==> config.mk <==
export PLATFORM = sky130hd
export DESIGN_NAME = speed_to_pulse_timer_setting
export DESIGN_NICKNAME = d
export VERILOG_FILES = /design/src/rtl/core/spts_pkg.sv /design/src/rtl/core/spts_div_stage.sv /design/src/rtl/core/speed_to_pulse_timer_setting.sv
export SDC_FILE = /design/constraint.sdc
export NUM_CORES = 2
export LEC_CHECK = 0
export BUFFER_PORTS_ARGS = -buffer_cell sky130_fd_sc_hd__clkbuf_2
export CAP_MARGIN = 25
export CELL_PAD_IN_SITES_DETAIL_PLACEMENT = 0
export CELL_PAD_IN_SITES_GLOBAL_PLACEMENT = 1
export CORE_MARGIN = 2
export CORE_UTILIZATION = 46
export CTS_CLUSTER_SIZE = 10
export DETAILED_ROUTE_END_ITERATION = 16
export PLACE_DENSITY_LB_ADDON = 0.1
export RECOVER_POWER = 25
export SLEW_MARGIN = 20
export SYNTH_ARGS = -nofsm -noshare
export SYNTH_HDL_FRONTEND = slang
export SYNTH_SLANG_ARGS = --single-unit
==> constraint.sdc <==
create_clock -name clk -period 17.8 [get_ports clk]
set_clock_uncertainty 0.2 [all_clocks]
set_input_delay 0.89 -clock clk [delete_from_list [all_inputs] [get_ports clk]]
set_output_delay 0.89 -clock clk [all_outputs]
set_load 0.1 [all_outputs]
==> src/rtl/core/spts_pkg.sv <==
// Package for the speed to pulse timer setting block.
// Holds the arithmetic constants, register indexes and the divider stage type.
// No dependencies.
package spts_pkg;

  localparam logic [63:0] BASE_TICKS   = 64'd18000000000;
  localparam logic [63:0] PERIOD_LIMIT = 64'd65535;
  localparam int          MAX_PRESCALE = 3;

  localparam int SPEED_W = 8;
  localparam int PPK_W   = 16;
  localparam int LAT_W   = 8;
  localparam int CMP_W   = 16;
  localparam int PRE_W   = 2;
  localparam int DIV_W   = PPK_W + SPEED_W;

  localparam int QUO_W      = 20;
  localparam int STEP_BITS  = 4;
  localparam int DIV_STAGES = QUO_W / STEP_BITS;

  // the product register loaded at the accept edge, the divider stages, the result register
  localparam int LATENCY = DIV_STAGES + 2;

  localparam logic [63:0] REM_INIT_W = BASE_TICKS >> QUO_W;
  localparam logic [DIV_W-1:0] REM_INIT = REM_INIT_W[DIV_W-1:0];

  // a divisor at or below this leaves a period too long even for 1:8
  localparam logic [63:0] FAULT_DIV_MAX_W =
    BASE_TICKS / (PERIOD_LIMIT << MAX_PRESCALE);
  localparam logic [DIV_W-1:0] FAULT_DIV_MAX = FAULT_DIV_MAX_W[DIV_W-1:0];

  localparam logic [QUO_W-1:0] LIMIT_Q = PERIOD_LIMIT[QUO_W-1:0];

  localparam int CFG_IDX_W  = 8;
  localparam int CFG_DATA_W = 16;
  localparam logic [CFG_IDX_W-1:0] CFG_PULSES_PER_KM  = 8'd0;
  localparam logic [CFG_IDX_W-1:0] CFG_LATENCY_ADJUST = 8'd1;

  localparam logic [PPK_W-1:0] PPK_RESET = 16'd8000;
  localparam logic [LAT_W-1:0] LAT_RESET = 8'd43;

  typedef struct packed {
    logic             valid;
    logic             off;
    logic [LAT_W-1:0] lat;
    logic [DIV_W-1:0] divisor;
    logic [DIV_W-1:0] rem;
    logic [QUO_W-1:0] quo;
  } stage_t;

endpackage

==> src/rtl/core/spts_div_stage.sv <==
// One register stage of the restoring divider: STEP_BITS quotient bits.
// Depends on spts_pkg for widths and the stage type.
module spts_div_stage (
  input  logic                           clk,
  input  logic                           rst,
  input  spts_pkg::stage_t               stage_in,
  input  logic [spts_pkg::STEP_BITS-1:0] num_bits,
  output spts_pkg::stage_t               stage_out
);

  spts_pkg::stage_t stage_next;

  always_comb begin
    logic [spts_pkg::DIV_W:0]   trial;
    logic [spts_pkg::DIV_W-1:0] r;
    logic [spts_pkg::QUO_W-1:0] q;
    r = stage_in.rem;
    q = stage_in.quo;
    trial = '0;
    for (int b = spts_pkg::STEP_BITS - 1; b >= 0; b--) begin
      trial = {r, num_bits[b]};
      q = {q[spts_pkg::QUO_W-2:0], 1'b0};
      if (trial >= {1'b0, stage_in.divisor}) begin
        trial = trial - {1'b0, stage_in.divisor};
        q[0] = 1'b1;
      end
      r = trial[spts_pkg::DIV_W-1:0];
    end
    stage_next = stage_in;
    stage_next.rem = r;
    stage_next.quo = q;
  end

  always_ff @(posedge clk) begin
    if (rst) begin
      stage_out <= '0;
    end else begin
      stage_out <= stage_next;
    end
  end

endmodule

==> src/rtl/core/speed_to_pulse_timer_setting.sv <==
// Top level: speed to pulse timer setting, product register, divider stages, result.
// The result is strobed on done after the product register, the divider stages and the result register.
// Throughput: one item per cycle; busy is low except during reset; the receiver cannot stall.
// The divider has five stages, four quotient bits per stage.
// Reset (rst, synchronous) drops items in flight and restores the register defaults.
module speed_to_pulse_timer_setting (
  input  logic                            clk,
  input  logic                            rst,
  input  logic                            start,
  output logic                            busy,
  input  logic [spts_pkg::SPEED_W-1:0]    speed_kmh,
  output logic                            done,
  output logic                            output_enable,
  output logic [spts_pkg::PRE_W-1:0]      prescale_log2,
  output logic [spts_pkg::CMP_W-1:0]      compare_value,
  output logic [spts_pkg::LAT_W-1:0]      latency_reload,
  output logic                            fault,
  input  logic                            cfg_valid,
  output logic                            cfg_ready,
  input  logic [spts_pkg::CFG_IDX_W-1:0]  cfg_index,
  input  logic [spts_pkg::CFG_DATA_W-1:0] cfg_data
);

  logic [spts_pkg::PPK_W-1:0] pulses_per_km;
  logic [spts_pkg::LAT_W-1:0] latency_adjust;
  logic                       accept;

  spts_pkg::stage_t pipe [0:spts_pkg::DIV_STAGES];

  assign busy      = rst;
  assign cfg_ready = !rst;
  assign accept    = start && !busy;

  always_ff @(posedge clk) begin
    if (rst) begin
      pulses_per_km  <= spts_pkg::PPK_RESET;
      latency_adjust <= spts_pkg::LAT_RESET;
    end else if (cfg_valid && cfg_ready) begin
      case (cfg_index)
        spts_pkg::CFG_PULSES_PER_KM:  pulses_per_km  <= cfg_data[spts_pkg::PPK_W-1:0];
        spts_pkg::CFG_LATENCY_ADJUST: latency_adjust <= cfg_data[spts_pkg::LAT_W-1:0];
        default: ;
      endcase
    end
  end

  always_ff @(posedge clk) begin
    pipe[0].valid   <= accept;
    pipe[0].off     <= (speed_kmh == '0);
    pipe[0].lat     <= latency_adjust;
    pipe[0].divisor <= {{spts_pkg::SPEED_W{1'b0}}, pulses_per_km}
                     * {{spts_pkg::PPK_W{1'b0}}, speed_kmh};
    pipe[0].rem     <= spts_pkg::REM_INIT;
    pipe[0].quo     <= '0;
  end

  for (genvar j = 0; j < spts_pkg::DIV_STAGES; j++) begin : g_div
    localparam logic [63:0] NUM_SHIFTED =
      spts_pkg::BASE_TICKS >> (spts_pkg::QUO_W - spts_pkg::STEP_BITS * (j + 1));
    spts_div_stage u_stage (
      .clk       (clk),
      .rst       (rst),
      .stage_in  (pipe[j]),
      .num_bits  (NUM_SHIFTED[spts_pkg::STEP_BITS-1:0]),
      .stage_out (pipe[j+1])
    );
  end

  spts_pkg::stage_t           last;
  logic                       fault_c;
  logic                       enable_c;
  logic [spts_pkg::PRE_W-1:0] shift_c;
  logic [spts_pkg::QUO_W-1:0] scaled_c;

  assign last     = pipe[spts_pkg::DIV_STAGES];
  assign fault_c  = !last.off && (last.divisor <= spts_pkg::FAULT_DIV_MAX);
  assign enable_c = !last.off && !fault_c;

  always_comb begin
    if (last.quo < spts_pkg::LIMIT_Q) begin
      shift_c = 2'd0;
    end else if ((last.quo >> 1) < spts_pkg::LIMIT_Q) begin
      shift_c = 2'd1;
    end else if ((last.quo >> 2) < spts_pkg::LIMIT_Q) begin
      shift_c = 2'd2;
    end else begin
      shift_c = 2'd3;
    end
  end

  assign scaled_c = last.quo >> shift_c;

  always_ff @(posedge clk) begin
    if (rst) begin
      done <= 1'b0;
    end else begin
      done <= last.valid;
    end
  end

  always_ff @(posedge clk) begin
    output_enable  <= enable_c;
    fault          <= fault_c;
    prescale_log2  <= enable_c ? shift_c : '0;
    compare_value  <= enable_c ? scaled_c[spts_pkg::CMP_W-1:0] : '0;
    latency_reload <= enable_c ? (last.lat >> shift_c) : '0;
  end

endmodule

==> run_results.csv <==
group,metric,value,unit
run_status,status,"complete, but fails checks",
run_status,failed_checks,"DRC, capacitance limit, slew limit",
routing,drtAntennaViolNets,0,
place,portBuffers,66,
timing,relSlewSlack,-1.95,
worst_setup_path,r2r_end,"g_div[1].u_stage.stage_out[21]",
global_routing,grt_pass1_wl,193000,um
worst_setup_path,max_stage_delay,0.79,ns
global_routing,grt_pass1_vias,34600,
synth,async_flop_share,0,
clock_tree,numCtsBuffers,52,
timing,fin_crit,14.71,ns
clock_tree,cts_setup_buffers,0,
cells_and_area,nNetsFinal,5785,
place,routabilityCongestion,0.953,
routing,via_count,36900,
min_path,min_from,"latency_adjust[4]",
synth,synth_edf_count,0,
die,fp.coreArea,88500,um^2
place,dp_cells,6280,
global_routing,grt-ovfl-total,0,
die,initial_core_util,0.464,
clock_tree,clk_transition_reported_paths,0.05,ns
synth,syn_area,41100,um^2
timing,finalHoldViolations,0,
worst_setup_path,critical_path_arrival,14.99,ns
die,die_y,303,um
worst_setup_path,critPathSlowestCell,"and3_1",
min_path,min_path_cells,0,
timing,fmax,0.0680,GHz
die,design.die.area,91800,um^2
timing,min_period_over_period,0.826,
worst_setup_path,critPathRequiredTime,18.08,ns
routing,dr.pass1.iters,13,
die,row_count,109,
cells_and_area,drive_above_1_share,0.0719,
timing,finalSetupViolations,0,
cells_and_area,fin_cells,6355,
synth,synth-seq-cells,413,
clock_tree,cts_resized,0,
job,max_cap_viol_count,2,
clock_tree,cts_tree,"yes",
timing,tns,0,ns
worst_setup_path,cp-start-kind,"flop",
worst_setup_path,r2r_slack,3.09,ns
routing,wl_per_cell,19.6,um
synth,ys_seq_area_frac,0.201,
cells_and_area,syn_to_final_growth,7.42,%
die,die_width,303,um
timing,worstMarginPinSlew,4.43,ns
die,pin_count,67,
synth,synth_ff_type,"dfxtp_1",
worst_setup_path,crit_start,"g_div[0].u_stage.stage_out[45]",
routing,vias_per_cell,5.80,
worst_setup_path,r2r_cells,46,
clock_tree,htree_levels,2,
worst_setup_path,cp_max_fo,54,
synth,synthTopCellsByArea,"dfxtp_1, ha_1, nor2_1, xnor2_1, a21oi_1",
worst_setup_path,r2r-start,"g_div[0].u_stage.stage_out[45]",
global_routing,grt_use_total,0.265,
cells_and_area,antenna_cells,0,
min_path,hold_end,"pipe[462]",
clock_tree,clkSinkCount,413,
synth,synth.top_cell.area_share,0.201,
global_routing,grt_start_max_net_pins,173,
worst_setup_path,worstSetupEndpointType,"flop",
global_routing,antenna_found_initial,1,
min_path,hold_path.class,"reg2reg",
timing,whs,0.154,ns
timing,rsz0062_at_grt,"no",
synth,synth_top_area_cell,"dfxtp_1",
clock_tree,clockBufferDepth,3,
synth,synth.distinct_cells,99,
place,dp_hpwl,99200,um
clock_tree,cts_root_buf,"clkbuf_16",
routing,remaining_drc_errors,5,
synth,syn_avg_cell_area,7.93,um^2
clock_tree,postCtsHoldBufs,0,
worst_setup_path,path_class,"reg2reg",
routing,routed_wirelength,124000,um
timing,slew_violations,163,
routing,drt_iter0_drc,2547,
synth,synth_warnings,0,
synth,netlist_instances,5182,
worst_setup_path,crit_top_cell,"a21oi_1",
clock_tree,clock_latency,0.64,ns
## metrics by stage
stage                util  instance area, um^2  worst slack (ns)
floorplan               -                41100              6.54
global placement    0.480                42500              3.63
detailed placement  0.481                42600              3.51
CTS                 0.499                44200              3.48
global route        0.499                44200              2.27
finish              0.499                44200              3.09
## kinds of logic (layout without fill, tap and decap cells)
group	after synthesis	after routing	synth area share
DFF	413	413	0.201
AOI/OAI and AO/OA	1367	1367	0.218
adders and majority gates	579	579	0.193
xor gates and xnor gates	350	350	0.0746
other	1	4	0.0000912
and+or+nand+nor	1748	1748	0.204
muxes	219	219	0.0617
buffers and inverters	505	510	0.0479
## cell type report
class                   count  area [um^2]
clock buffers              60         1390
clock inverters            14          220
fillers                  8726        44300
inverters                 340         1280
multi-input cells        4267        31000
flip-flops and latches    413         8270
well taps                1165         1460
repair buffers             96          578
## metal layers
| layer | wire (um) | track usage | vias to the layer above |
|---|---|---|---|
| li1 | - | - | 18400 |
| met1 | 59200 | 0.372 | 17400 |
| met2 | 56300 | 0.435 | 874 |
| met3 | 5690 | 0.0252 | 141 |
| met4 | 3060 | 0.0676 | 0 |
| met5 | 0 | 0 | - |
## state kept, by name, summed over array words and instances, names as in the netlist
| register | count |
|---|---|
| pipe | 34 |
| latency_adjust | 8 |
| compare_value | 16 |
| g_div.u_stage.stage_out | 326 |
| latency_reload | 8 |
| done | 1 |
| output_enable | 1 |
| fault | 1 |
| pulses_per_km | 16 |
| prescale_log2 | 2 |
## worst max-delay path by stage
stage               slack, ns                        endpoint
floorplan                6.54  g_div[1].u_stage.stage_out[25]
global placement         3.63  g_div[1].u_stage.stage_out[25]
detailed placement       3.51  g_div[1].u_stage.stage_out[25]
CTS                      3.48  g_div[1].u_stage.stage_out[21]
global route             2.27  g_div[1].u_stage.stage_out[21]
finish                   3.09  g_div[1].u_stage.stage_out[21]
## cell usage after synthesis (43+ instances only)
library cell,count
nand4_1,69
and2_1,84
o31ai_1,48
nor3_1,88
fa_1,92
o21bai_1,43
nor2b_1,171
clkbuf_1,125
nand3_1,130
xor2_1,124
nor2_1,530
mux2_2,123
inv_1,339
a21o_1,169
a211oi_1,59
a21oi_1,381
o21a_1,72
xnor2_1,226
and3_1,43
dfxtp_1,413
mux2i_1,75
nand2_1,431
nand2b_1,58
ha_1,487
o21ai_0,279
## critical path: cells and delay by family (launching register included)
family                     cells  cell delay, ns
AOI/OAI and AO/OA             27            6.95
muxes                          3            1.67
DFF                            1            0.57
and+or+nand+nor                8            2.74
buffers and inverters          4            1.10
adders and majority gates      4            1.29
## cells in the final DEF, fill, tap and decap left out, types with 19 or more instances in the layout
cell type  Yosys  layout
or2_2         27      26
a211o_1       25      25
a21oi_1      381     381
mux2i_1       75      75
and3_1        43      43
a221o_1       21      21
a31oi_1       31      30
nand2_1      431     431
ha_1         487     487
buf_4          4      26
o21bai_1      43      43
a211oi_1      59      59
xor2_1       124     124
nand2b_1      58      58
and2_1        84      83
inv_1        339     338
nand4_1       69      69
a21o_1       169     169
clkbuf_16      0      52
dfxtp_1      413     413
a21boi_0      19      19
or3_1         24      24
xnor2_1      226     226
o221ai_1      24      24
fa_1          92      92
mux2_2       123     123
nor2b_1      171     171
clkbuf_2       0      64
o21ai_0      279     279
nor4_1        29      28
o21a_1        72      72
o211ai_1      27      27
nor2_1       530     530
nand3_1      130     130
o31ai_1       48      47
nor3_1        88      87
Power is left out: the tool's default activity adds up to more than one toggle a clock period on the data nets, which glitch-free logic cannot reach.
